File: config.mk
export PLATFORM = sky130hd
export DESIGN_NAME = wav_stream_deframer
export DESIGN_NICKNAME = d
export VERILOG_FILES = /design/src/design/wsd_pkg.sv /design/src/design/wsd_parser.sv /design/src/design/wsd_skid.sv /design/src/design/wav_stream_deframer.sv
export VERILOG_INCLUDE_DIRS = /design/src /design/src/design
export SDC_FILE = /design/constraint.sdc
export NUM_CORES = 1
export LEC_CHECK = 0
export ABC_AREA = 1
export BUFFER_PORTS_ARGS = -buffer_cell sky130_fd_sc_hd__buf_4
export CAP_MARGIN = 30
export CORE_MARGIN = 10
export CORE_UTILIZATION = 56
export DETAILED_ROUTE_END_ITERATION = 10
export MAX_ROUTING_LAYER = met4
export PLACE_DENSITY = 0.8
export SLEW_MARGIN = 10
export SYNTH_ARGS = -nofsm -noshare
export SYNTH_HDL_FRONTEND = slang
export SYNTH_SLANG_ARGS = --single-unit
File: constraint.sdc
create_clock -name clk -period 2.49 [get_ports clk]
set_input_delay 0.249 -clock clk [delete_from_list [all_inputs] [get_ports clk]]
set_output_delay 0.249 -clock clk [all_outputs]
set_load 0.02 [all_outputs]
File: src/design/wav_stream_deframer_defines.svh
// Assertion macros shared by the deframer RTL.
`ifndef WAV_STREAM_DEFRAMER_DEFINES_SVH
`define WAV_STREAM_DEFRAMER_DEFINES_SVH

// Same-cycle implication, checked at every rising edge outside reset.
`define WSD_ASSERT_NOW(lbl, ante, cons, msg) \
  lbl: assert property (@(posedge clk) disable iff (rst) (ante) |-> (cons)) else $error(msg);

// Next-cycle implication, checked at every rising edge outside reset.
`define WSD_ASSERT_NEXT(lbl, ante, cons, msg) \
  lbl: assert property (@(posedge clk) disable iff (rst) (ante) |=> (cons)) else $error(msg);

`endif

File: src/design/wsd_pkg.sv
package wsd_pkg;

  // Input beat: one file byte or the finish command.
  typedef struct packed {
    logic       cmd;
    logic [7:0] data_byte;
  } item_t;

  // Result beat, one per input beat.
  typedef struct packed {
    logic       pcm_valid;
    logic [7:0] pcm_byte;
    logic       status;
    logic       format_known;
    logic       rate_is_high;
  } result_t;

  // Command codes.
  localparam logic CMD_BYTE   = 1'b0;
  localparam logic CMD_FINISH = 1'b1;

  // Chunk ids, first byte of the id in the low byte.
  localparam logic [31:0] ID_RIFF = 32'h4646_4952;
  localparam logic [31:0] ID_DATA = 32'h6174_6164;
  localparam logic [31:0] ID_FMT  = 32'h2074_6d66;

  localparam logic [31:0] MIN_RIFF_SIZE = 32'd4;
  localparam logic [31:0] FMT_SIZE      = 32'd16;
  localparam logic [2:0]  FORM_TYPE_LEN = 3'd4;

  localparam logic [3:0]  HDR_LAST      = 4'd7;
  localparam logic [4:0]  FMT_LAST      = 5'd15;

  // fmt chunk field values that are accepted.
  localparam logic [15:0] FMT_TAG_PCM   = 16'd1;
  localparam logic [15:0] FMT_CHANNELS  = 16'd1;
  localparam logic [15:0] FMT_BITS      = 16'd16;
  localparam logic [15:0] FMT_ALIGN     = 16'd2;
  localparam logic [31:0] RATE_LOW      = 32'd16000;
  localparam logic [31:0] RATE_HIGH     = 32'd24000;
  localparam logic [31:0] BYTE_RATE_LOW  = 32'd32000;
  localparam logic [31:0] BYTE_RATE_HIGH = 32'd48000;

endpackage

File: src/design/wsd_parser.sv
`include "wav_stream_deframer_defines.svh"

// Parse state and the per-byte update; result is combinational from the
// current beat and the updated state.
module wsd_parser (
  input  logic             clk,
  input  logic             rst,
  input  logic             accept,
  input  wsd_pkg::item_t   item,
  output wsd_pkg::result_t result
);

  logic [7:0]  header_store [8];
  logic [7:0]  fmt_store [16];

  logic [3:0]  header_count, header_count_next;
  logic [31:0] chunk_left, chunk_left_next;
  logic [2:0]  form_tail_left, form_tail_left_next;
  logic        pad_pending, pad_pending_next;
  logic        pad_after_skip, pad_after_skip_next;
  logic        in_payload, in_payload_next;
  logic        riff_ok, riff_ok_next;
  logic        fmt_ok, fmt_ok_next;
  logic        payload_seen, payload_seen_next;
  logic        in_fmt, in_fmt_next;
  logic [4:0]  fmt_count, fmt_count_next;
  logic        high_rate, high_rate_next;
  logic        error_flag, error_flag_next;

  logic        hdr_we, fmt_we, pcm_valid;
  logic [31:0] hdr_id, hdr_size;
  logic [15:0] f_tag, f_chan, f_align, f_bits;
  logic [31:0] f_rate, f_brate;
  logic        fmt_good;

  // The last header or fmt byte is the current beat, not yet stored.
  assign hdr_id   = {header_store[3], header_store[2], header_store[1], header_store[0]};
  assign hdr_size = {item.data_byte, header_store[6], header_store[5], header_store[4]};
  assign f_tag    = {fmt_store[1], fmt_store[0]};
  assign f_chan   = {fmt_store[3], fmt_store[2]};
  assign f_rate   = {fmt_store[7], fmt_store[6], fmt_store[5], fmt_store[4]};
  assign f_brate  = {fmt_store[11], fmt_store[10], fmt_store[9], fmt_store[8]};
  assign f_align  = {fmt_store[13], fmt_store[12]};
  assign f_bits   = {item.data_byte, fmt_store[14]};

  assign fmt_good = (f_tag == wsd_pkg::FMT_TAG_PCM) && (f_chan == wsd_pkg::FMT_CHANNELS)
                 && (f_bits == wsd_pkg::FMT_BITS) && (f_align == wsd_pkg::FMT_ALIGN)
                 && (((f_rate == wsd_pkg::RATE_LOW) && (f_brate == wsd_pkg::BYTE_RATE_LOW))
                  || ((f_rate == wsd_pkg::RATE_HIGH) && (f_brate == wsd_pkg::BYTE_RATE_HIGH)));

  always_comb begin
    header_count_next   = header_count;
    chunk_left_next     = chunk_left;
    form_tail_left_next = form_tail_left;
    pad_pending_next    = pad_pending;
    pad_after_skip_next = pad_after_skip;
    in_payload_next     = in_payload;
    riff_ok_next        = riff_ok;
    fmt_ok_next         = fmt_ok;
    payload_seen_next   = payload_seen;
    in_fmt_next         = in_fmt;
    fmt_count_next      = fmt_count;
    high_rate_next      = high_rate;
    error_flag_next     = error_flag;
    hdr_we              = 1'b0;
    fmt_we              = 1'b0;
    pcm_valid           = 1'b0;

    if (accept) begin
      if (item.cmd == wsd_pkg::CMD_FINISH) begin
        if (!riff_ok || !fmt_ok || !payload_seen || in_payload || (chunk_left != '0)
            || (header_count != '0)) begin
          error_flag_next = 1'b1;
        end
      end else if (!error_flag) begin
        if (in_payload) begin
          pcm_valid       = 1'b1;
          chunk_left_next = chunk_left - 32'd1;
          if (chunk_left == 32'd1) begin
            in_payload_next  = 1'b0;
            pad_pending_next = 1'b0;
          end
        end else if (form_tail_left != '0) begin
          form_tail_left_next = form_tail_left - 3'd1;
        end else if (pad_pending) begin
          pad_pending_next = 1'b0;
        end else if (chunk_left != '0) begin
          chunk_left_next = chunk_left - 32'd1;
          if (in_fmt) begin
            fmt_we         = 1'b1;
            fmt_count_next = fmt_count + 5'd1;
            if (fmt_count == wsd_pkg::FMT_LAST) begin
              in_fmt_next = 1'b0;
              if (fmt_good) begin
                fmt_ok_next    = 1'b1;
                high_rate_next = (f_rate == wsd_pkg::RATE_HIGH);
              end else begin
                error_flag_next = 1'b1;
              end
            end
          end else if ((chunk_left == 32'd1) && pad_after_skip) begin
            pad_pending_next    = 1'b1;
            pad_after_skip_next = 1'b0;
          end
        end else begin
          hdr_we            = 1'b1;
          header_count_next = header_count + 4'd1;
          if (header_count == wsd_pkg::HDR_LAST) begin
            header_count_next = '0;
            if (!riff_ok) begin
              if ((hdr_id != wsd_pkg::ID_RIFF) || (hdr_size < wsd_pkg::MIN_RIFF_SIZE)) begin
                error_flag_next = 1'b1;
              end else begin
                riff_ok_next        = 1'b1;
                form_tail_left_next = wsd_pkg::FORM_TYPE_LEN;
              end
            end else if (hdr_id == wsd_pkg::ID_DATA) begin
              if (!fmt_ok || (hdr_size == '0) || hdr_size[0]) begin
                error_flag_next = 1'b1;
              end else begin
                payload_seen_next = 1'b1;
                chunk_left_next   = hdr_size;
                in_payload_next   = 1'b1;
              end
            end else if (hdr_id == wsd_pkg::ID_FMT) begin
              if (hdr_size != wsd_pkg::FMT_SIZE) begin
                error_flag_next = 1'b1;
              end else begin
                chunk_left_next = wsd_pkg::FMT_SIZE;
                in_fmt_next     = !fmt_ok;
                fmt_count_next  = '0;
              end
            end else begin
              chunk_left_next     = hdr_size;
              pad_after_skip_next = hdr_size[0];
            end
          end
        end
      end
    end

    result.pcm_valid    = pcm_valid;
    result.pcm_byte     = pcm_valid ? item.data_byte : 8'd0;
    result.status       = error_flag_next;
    result.format_known = fmt_ok_next;
    result.rate_is_high = high_rate_next;
  end

  always_ff @(posedge clk) begin
    if (rst) begin
      header_count   <= '0;
      chunk_left     <= '0;
      form_tail_left <= '0;
      pad_pending    <= 1'b0;
      pad_after_skip <= 1'b0;
      in_payload     <= 1'b0;
      riff_ok        <= 1'b0;
      fmt_ok         <= 1'b0;
      payload_seen   <= 1'b0;
      in_fmt         <= 1'b0;
      fmt_count      <= '0;
      high_rate      <= 1'b0;
      error_flag     <= 1'b0;
    end else begin
      header_count   <= header_count_next;
      chunk_left     <= chunk_left_next;
      form_tail_left <= form_tail_left_next;
      pad_pending    <= pad_pending_next;
      pad_after_skip <= pad_after_skip_next;
      in_payload     <= in_payload_next;
      riff_ok        <= riff_ok_next;
      fmt_ok         <= fmt_ok_next;
      payload_seen   <= payload_seen_next;
      in_fmt         <= in_fmt_next;
      fmt_count      <= fmt_count_next;
      high_rate      <= high_rate_next;
      error_flag     <= error_flag_next;
    end
  end

  // Byte stores, no reset: read only after fully written.
  always_ff @(posedge clk) begin
    if (hdr_we) begin
      header_store[header_count[2:0]] <= item.data_byte;
    end
    if (fmt_we) begin
      fmt_store[fmt_count[3:0]] <= item.data_byte;
    end
  end

  `WSD_ASSERT_NEXT(a_error_sticky, error_flag, error_flag, "error flag dropped")
  `WSD_ASSERT_NEXT(a_format_sticky, fmt_ok, fmt_ok, "format_known dropped")
  `WSD_ASSERT_NOW(a_payload_len, in_payload, chunk_left != '0, "payload with no bytes left")
  `WSD_ASSERT_NOW(a_pcm_in_payload, accept && result.pcm_valid, in_payload && !error_flag,
                  "pcm byte outside a data chunk")

endmodule

File: src/design/wsd_skid.sv
`include "wav_stream_deframer_defines.svh"

// Two-entry result buffer: output register plus one skid entry.
module wsd_skid (
  input  logic             clk,
  input  logic             rst,
  input  logic             beat_valid,
  input  wsd_pkg::result_t beat,
  output logic             full,
  output logic             out_valid,
  input  logic             out_stall,
  output wsd_pkg::result_t out_beat
);

  logic             skid_valid;
  wsd_pkg::result_t skid_beat;
  logic             take;

  assign take = out_valid && !out_stall;
  assign full = skid_valid;

  always_ff @(posedge clk) begin
    if (rst) begin
      out_valid  <= 1'b0;
      skid_valid <= 1'b0;
    end else if (skid_valid) begin
      if (take) begin
        out_beat   <= skid_beat;
        skid_valid <= 1'b0;
      end
    end else if (beat_valid) begin
      if (!out_valid || take) begin
        out_beat  <= beat;
        out_valid <= 1'b1;
      end else begin
        skid_beat  <= beat;
        skid_valid <= 1'b1;
      end
    end else if (take) begin
      out_valid <= 1'b0;
    end
  end

  `WSD_ASSERT_NOW(a_skid_behind_out, skid_valid, out_valid, "skid entry without output beat")
  `WSD_ASSERT_NOW(a_no_overrun, skid_valid, !beat_valid, "beat offered while buffer full")
  `WSD_ASSERT_NEXT(a_out_hold, out_valid && out_stall, out_valid && $stable(out_beat),
                   "stalled result beat changed")

endmodule

File: src/design/wav_stream_deframer.sv
// WAV stream deframer: takes a RIFF/WAVE file one byte per beat and passes out
// the bytes of each data chunk as PCM bytes, after checking the RIFF header and
// requiring a 16-byte fmt chunk of mono 16-bit PCM at 16000 or 24000 Hz.
// Every input beat (a file byte, or the finish command with cmd = 1) yields
// exactly one result beat carrying pcm_valid/pcm_byte and the running status,
// format_known and rate_is_high flags. Throughput is one beat per clock while
// item_stall is low; each result is formed combinationally by the parser and
// registered in the output register, or in the skid entry while that is stalled.
// A two-entry output buffer lets input keep flowing while a result waits:
// item_stall rises only once two results are held. Errors are sticky until rst.
module wav_stream_deframer (
  input  logic             clk,
  input  logic             rst,
  // byte / command channel
  input  logic             item_valid,
  output logic             item_stall,
  input  wsd_pkg::item_t   item,
  // result channel
  output logic             result_valid,
  input  logic             result_stall,
  output wsd_pkg::result_t result
);

  logic             accept;
  logic             buf_full;
  wsd_pkg::result_t step_result;

  // A beat is taken whenever the skid entry is free.
  assign item_stall = buf_full;
  assign accept     = item_valid && !buf_full;

  // Header, fmt and chunk tracking; result for the beat comes out same cycle.
  wsd_parser u_parser (
    .clk    (clk),
    .rst    (rst),
    .accept (accept),
    .item   (item),
    .result (step_result)
  );

  // Output register plus skid entry decouple the two channels.
  wsd_skid u_skid (
    .clk        (clk),
    .rst        (rst),
    .beat_valid (accept),
    .beat       (step_result),
    .full       (buf_full),
    .out_valid  (result_valid),
    .out_stall  (result_stall),
    .out_beat   (result)
  );

endmodule
==> results.md, run 1 <==
* Path type of the worst setup path: register to register
* Data required time at the worst endpoint at about 2.7 ns
* Setup Skew at 0.03155 ns
* Filler cell count at 1481
* # hold bufs at CTS at 0
* Die Y-Extent at 160.2 µm
* Worst max-slew margin expressed relative to the limit at 60.17%
* # DRC at 0
* Peak supply drop at 0.8872 mV
* Effective utilization at floorplan at 56.74%
* Post-route ant nets at 0
* Combinational Power Share at 39.0%
* Endpoints failing hold at 0
* Row cnt at 51
* TritonRoute pass-1 iters at 7
* Worst setup EP type: register
* Via total after detailed routing at about 8000
* Avg Inst Size Synth at 10.16 µm²
* Tightest Pin Transition at 0.5969 ns
* # setup viols final at 0
* Part of the total power dissipated in sequential elements at 34.8%
* CTS tree: built
* Horizontal die dimension at between 150 and 200 µm
* Floorplan die area at 25660 µm²
* Number of nets in the layout at 1182
* Fraction of power consumed by the clock network at 26.2%
* Place WS at 0.1031 ns
* Share of the clock period used by the worst path at 95.72%
* Clock-pin slew of the registers on the worst-case setup and hold paths at approximately 0.060 ns
* Starting DRT DRC Count at 675
* Clock period minus worst slack at 2.384 ns
* Area Growth Syn to Fin at 14.80%
* Share of flip-flops with an asynchronous set or reset after synthesis at 0%
* Ordered list of cells on the worst path: inv_1 -> ha_2 -> nand2_4 -> nor2_8 -> nand3_4 -> inv_2 -> nand2_4 -> nand2_2 -> nor2_4 -> nand2_1 -> nor2_1 -> buf_4
* Post-synthesis net count at roughly 1100
* Most used cell along the critical path: nand2_4
* Hold Worst Slack at ~0.025 ns
* Worst skew pair latency at ~0.54 ns
* Predominant post-synthesis flop cell: edfxtp_1
* Total Neg Setup Slack at 0 ns
* Final standard cell count with taps included and fillers excluded at between 1000 and 1500
* CTS H-tree depth at 1
* CTS Buffer Depth at 3
* Path type of the worst min-delay path: input pin to register
* Fraction of final layout cells with drive strength greater than 1 at 12.47%
* Wirelength, routed at 24180 µm
* Antenna diode count at 0
* Antenna violations before repair at 0
* Register bit count reported by yosys at 255
* Count of buffers added by post-CTS timing repair for setup at 0
* Final-report max-slew violation count at 0
* Post-synthesis cell count at 1083
* Slowest cell on crit path: dfxtp_1
* Number of flops mapped to enable cells by yosys at 200
* Cell variety after synth at 44
* # port buffers at 26
* Largest net degree at the start of global routing at 41
* Fmax at 0.4196 GHz
* Power density over the cells at 1166 nW/µm²
* Leak at 0.004670 µW
* Seq/Total Area, Yosys at 64.57%
* Result of the run: complete, no violations
* Std-Cell Core Area at just under 20000 µm²
* First-pass GRT wire length at slightly below 40000 µm
* Crit path launch type: register
* Switching part of the total power at between 30% and 40%
* Worst Path Max Fanout at 7
* Clock Root Buffer: clkbuf_16
* # Max-Cap Violations at 0
* Global placement routability congestion at 0.8989
* Average detailed-routed wire length per instance at roughly 17 µm
* Aggregate global-route resource usage at 18.80%
* I/O pin count at 27
* Arr. time, crit path at 2.61 ns
* Clock sink total at roughly 260
* Number of global-route vias before repair at 7767
* Cell area after technology mapping at 11010 µm²
* PnR worst setup slack at about 0.11 ns
* Cell Count Post-Placement at 1395
* Delay of the slowest critical-path stage at 0.35 ns
* TritonCTS Buffers at 26
* Net load switching power at ~5700 µW
* HPWL after DPL at 15370 µm
* Unrepaired setup endpoints after global routing: no
* Synthesis Warnings at 0
* Final cell utilization of the core at 65.14%
* Remaining global-route overflow at 0
* Drt via density at 5.513
* Internal Pwr Total at between 9000 and 10000 µW
## registers in the layout, indices dropped and copies added, names as in the netlist, 3 cells and up
register                 flops
u_skid.skid_beat            12
u_parser.header_count        4
u_parser.form_tail_left      3
u_parser.chunk_left         32
u_parser.header_store       56
u_parser.fmt_store         120
u_parser.fmt_count           5
u_skid.out_beat             12
## cells in the mapped netlist, types with 5 or more instances
cell | count | area share, %
xnor2_1 | 7 | 0.56
nand3_1 | 53 | 2.4
inv_2 | 7 | 0.24
nor3_1 | 18 | 0.82
buf_2 | 5 | 0.23
nand2_1 | 201 | 6.9
dfxtp_1 | 55 | 10
nand4_1 | 22 | 1.3
o211ai_1 | 8 | 0.55
xor2_1 | 14 | 1.1
buf_4 | 5 | 0.34
a21oi_1 | 63 | 2.9
clkbuf_1 | 8 | 0.27
nor2_1 | 201 | 6.9
or2_2 | 5 | 0.28
o21ai_1 | 11 | 0.50
ha_1 | 10 | 1.1
o21ai_0 | 41 | 1.9
inv_1 | 99 | 3.4
edfxtp_1 | 200 | 55
## worst paths after layout
path	start	to	slack, ns	depth (start not counted)
max	u_parser.chunk_left[0]$_SDFFE_PP0P_	u_parser.fmt_store[4][2]$_DFFE_PP_	0.11	12
min	result_stall	u_skid.out_valid$_SDFFE_PP0P_	0.02	5
max reg2reg	u_parser.chunk_left[0]$_SDFFE_PP0P_	u_parser.fmt_store[4][2]$_DFFE_PP_	0.11	12
min reg2reg	u_parser.pad_pending$_SDFFE_PP0P_	u_parser.pad_pending$_SDFFE_PP0P_	0.47	2
## logic make-up (layout without fill, tap and decap cells)
kind of cell | count (synthesis) | in the layout | share of synthesized area [%]
compound gates | 137 | 137 | 6.843
xor+xnor | 21 | 21 | 1.671
fa+ha+maj | 10 | 10 | 1.137
buf+inv | 129 | 225 | 4.808
flops | 255 | 255 | 64.57
simple gates | 531 | 531 | 20.97
## critical path, delay by kind of cell, from the launching register on
family	cells	cell delay, ns
flip-flops	1	0.35
adder cells (fa/ha/maj)	1	0.24
buffers and inverters	3	0.37
AND/OR/NAND/NOR	8	1.12
## metrics by stage
stage	area (µm²)	power, µW
detailed placement	11740	10780
finish	12640	14730
CTS	12600	14650
global route	12640	15600
floorplan	11010	9532
global placement	11740	10650
## area by class of cell
class	instances	area [µm²]	area share [%]
clock buffers	29	683.2	5.406
clock inverters	19	176.4	1.396
inverters	108	412.9	3.268
multi-input cells	699	3391	26.83
flip-flops and latches	255	7107	56.24
well taps	265	331.6	2.624
repair buffers	69	534.3	4.228
## layer usage
layer	vias up	global-route usage, %	part of all wire [%]
met2	315	31.27	49
li1	3812	-	-
met1	3770	23.44	42
met4	0	5.593	2.6
met3	64	2.751	6.9
met5	-	-	0
## power groups by stage
| stage | combinational, µW | sequential, µW | clock, µW |
|---|---|---|---|
| after floorplan | 4370 | 5170 | 0 |
| after global placement | 5450 | 5200 | 0 |
| after detailed placement | 5570 | 5210 | 0 |
| after CTS | 5620 | 5120 | 3910 |
| after global routing | 6360 | 5170 | 4080 |
| final | 5740 | 5130 | 3860 |
## cells in the final DEF, fill, tap and decap left out, types with 27 or more instances in the layout
cell type | Yosys | routed
a21oi_1 | 63 | 63
nor2_1 | 201 | 201
edfxtp_1 | 200 | 200
clkbuf_16 | 0 | 27
buf_4 | 5 | 67
nand2_1 | 201 | 201
dfxtp_1 | 55 | 55
inv_1 | 99 | 99
o21ai_0 | 41 | 40
nand3_1 | 53 | 53
## what timing repair did
action,in CTS,in global routing
endpoints found under the hold margin,0,0
gates resized for setup,0,9
setup endpoints to repair,0,46
Power figures use the tool's default switching activity.
==> run 2, diff against run 1 <==
Settings changed: ABC_AREA 1 to unset, GPL_TIMING_DRIVEN set to 0, PLACE_DENSITY 0.8 to 0.81.
==> run 2 against run 1 <==
Effect of this change:
- the flow now finishes with violations (setup timing)
- register-to-register slack worse by 0.23 ns
- die area is 5.3% lower
- clock power shrank 2%
- highest routed layer unchanged
==> results.md, run 2 <==
* Number of global-route vias before repair at 6920
* Post-synthesis cell count at 784
* PnR worst setup slack at -0.1275 ns
* Clock sink total at 255
* Arr. time, crit path at 3.08 ns
* Share of the clock period used by the worst path at 105.1%
* Synthesis Warnings at 0
* Setup Skew at 0.01800 ns
* Floorplan die area at 24300 µm²
* Horizontal die dimension at 155.9 µm
* Path type of the worst min-delay path: input pin to register
* Register bit count reported by yosys at 255
* Share of flip-flops with an asynchronous set or reset after synthesis at 0%
* Largest net degree at the start of global routing at 26
* Starting DRT DRC Count at 738
* Avg Inst Size Synth at between 10 and 15 µm²
* Clock Root Buffer: clkbuf_16
* HPWL after DPL at 14320 µm
* Part of the total power dissipated in sequential elements at 32.4%
* CTS H-tree depth at 1
* Clock-pin slew of the registers on the worst-case setup and hold paths at around 0.06 ns
* Slowest cell on crit path: or4_4
* Effective utilization at floorplan at 57.17%
* Number of nets in the layout at 903
* Cell class contributing the biggest share of worst-path delay: simple AND/OR/NAND/NOR gates
* Most common cell in the netlist: edfxtp_1
* Wirelength, routed at approximately 27000 µm
* I/O pin count at 27
* Violations in the final reports: setup timing
* Ordered list of cells on the worst path: nor4b_2 -> nand4_1 -> or4_4 -> o41a_1 -> or3_4 -> mux2_4 -> nor2_2
* Leak at approximately 0.0044 µW
* Largest area contributor in the synthesized netlist: edfxtp_1
* Worst Path Max Fanout at 2
* Aggregate global-route resource usage at 20.78%
* Data required time at the worst endpoint at 2.96 ns
* Path type of the worst setup path: register to register
* Post-route ant nets at 0
* Worst skew pair latency at between 0.5 and 0.6 ns
* Std-Cell Core Area at 18090 µm²
* Average detailed-routed wire length per instance at 23.81 µm
* Power density over the cells at roughly 1300 nW/µm²
* Drt via density at between 6 and 7
* Final-report max-slew violation count at 0
* Fraction of power consumed by the clock network at between 20% and 30%
* Worst setup EP type: register
* Result of the run: complete, but fails checks
* Antenna diode count at 0
* Area share of the largest cell type after synthesis at 58.08%
* Remaining global-route overflow at 0
* # Max-Cap Violations at 0
* # setup viols final at 31
* Unrepaired setup endpoints after global routing: yes
* Ranking of synthesized cells by area: edfxtp_1 (58%), dfxtp_1 (11%), a21oi_1 (2.9%)
* Seq/Total Area, Yosys at 68.73%
* Most common library cell in the layout ignoring fill and taps: edfxtp_1
* Sum of buffers and inverters on the critical path at 0
* Global placement routability congestion at just over 0.9
* Place WS at -0.5563 ns
* Placed Area at 10880 µm²
* # DRC at 0
* Tightest Pin Transition at just under 1 ns
* Antenna violations before repair at 0
* Fmax at about 0.38 GHz
* Post-synthesis net count at 807
* Worst max-slew margin expressed relative to the limit at 34.54%
* Row cnt at 49
* Top cell types by occurrence after synthesis: edfxtp_1 (200), nor2_1 (64), a21oi_1 (59)
* Area Growth Syn to Fin at 24.42%
* Predominant post-synthesis flop cell: edfxtp_1
* Total Neg Setup Slack at -1.403 ns
* CTS Buffer Depth at 3
* Internal Pwr Total at between 9000 and 10000 µW
* # port buffers at 26
* Combinational Power Share at between 40 and 50%
* Cell area after technology mapping at 10340 µm²
* First-pass GRT wire length at 38910 µm
* Non-Filler Cell Area, Final at between 10000 and 15000 µm²
* # hold bufs at CTS at 0
* Peak supply drop at 0.8796 mV
* CTS tree: built
* Largest register FFs at 120
* Fraction of final layout cells with drive strength greater than 1 at 27.36%
* Crit path launch type: register
* Delay of the slowest critical-path stage at around 0.46 ns
* Clock period minus worst slack at 2.618 ns
* Endpoints failing hold at 0
* Cell variety after synth at 73
* Commonest cells after routing, fill and taps aside: edfxtp_1 (200), buf_4 (63), nor2_1 (56), a21oi_1 (51), dfxtp_1 (51)
* TritonCTS Buffers at 25
* TritonRoute pass-1 iters at 8
* Via total after detailed routing at approximately 7600
* Register-to-register path setup slack at -0.13 ns
* Net load switching power at between 6000 and 7000 µW
* Switching part of the total power at between 30% and 40%
* Number of flops mapped to enable cells by yosys at 200
* Die Y-Extent at 155.9 µm
[run 2: cell types whose count changed after synthesis, sizes merged, moves of 18 or more]
cell / before / now
nand2: 207 / 37
o21ai: 53 / 33
and2: 1 / 19
nand3: 54 / 18
inv: 106 / 18
nor2: 210 / 65
nor4: 4 / 38
[run 2: what timing repair did]
action                                  in CTS  in global routing
pin swaps                                   39                 54
setup buffers                               24                 17
cloned                                       3                  2
endpoints found under the setup margin     230                 60
gates resized for setup                    112                 72
[run 2: cell type report]
class / count / area [µm²]
clock buffers: 38 / 724.4
repair buffers: 73 / 658.1
well taps: 229 / 286.5
flip-flops and latches: 255 / 7117
multi-input cells: 483 / 3715
clock inverters: 8 / 101.3
fillers: 1064 / 5221
plain buffers: 24 / 195.2
inverters: 18 / 67.56
[run 2: power groups by stage]
stage          registers, µW  logic, µW  clock network, µW
2_1_floorplan           5180       3610                  0
3_3_place_gp            5340       6340                  0
3_5_place_dp            5350       6450                  0
4_1_cts                 5190       5830               3790
5_1_grt                 5270       7570               3950
6_report                5250       7170               3800
[run 2: worst paths after layout]
path | endpoint | startpoint | depth (start not counted)
max | u_parser.form_tail_left[2]$_SDFFE_PP0P_ | u_parser.header_store[3][7]$_DFFE_PP_ | 7
min | u_skid.full$_SDFF_PP0_ | item_valid | 3
max reg2reg | u_parser.form_tail_left[2]$_SDFFE_PP0P_ | u_parser.header_store[3][7]$_DFFE_PP_ | 7
min reg2reg | u_parser.fmt_count[4]$_SDFFE_PP0P_ | u_parser.fmt_count[4]$_SDFFE_PP0P_ | 2
[run 2: logic make-up after synthesis]
family | Yosys count | synth area share, %
xor gates and xnor gates | 5 | 0.4236
muxes | 7 | 0.7381
adders and majority gates | 10 | 1.210
DFF | 255 | 68.73
AOI/OAI and AO/OA | 158 | 9.596
buffers and inverters | 46 | 1.779
and+or+nand+nor | 303 | 17.52
[run 2: metal layers]
metal / GRT usage, % / vias to the layer above / part of all wire [%]
li1: - / 3257 / -
met1: 26.79 / 3661 / 38
met2: 32.40 / 524 / 47
met3: 3.088 / 130 / 9.8
met4: 8.858 / 0 / 4.5
met5: - / - / 0
[run 2: stage by stage]
| stage | utilization, % | power, µW | instances | hold WS [ns] |
|---|---|---|---|---|
| after global routing | 71.13 | 16790 | 1128 | 0.04243 |
| after floorplan | - | 8794 | 784 | 0.3479 |
| after CTS | 68.60 | 14800 | 1111 | 0.02321 |
| final | 71.13 | 16220 | 1128 | 0.02933 |
| after global placement | 60.08 | 11680 | 1039 | 0.4598 |
| after detailed placement | 60.17 | 11800 | 1041 | 0.4743 |
[run 2: worst min-delay path: stages]
cell and delay, ns:
buf_4 0.09, a21oi_1 0.06, nor3_1 0.11
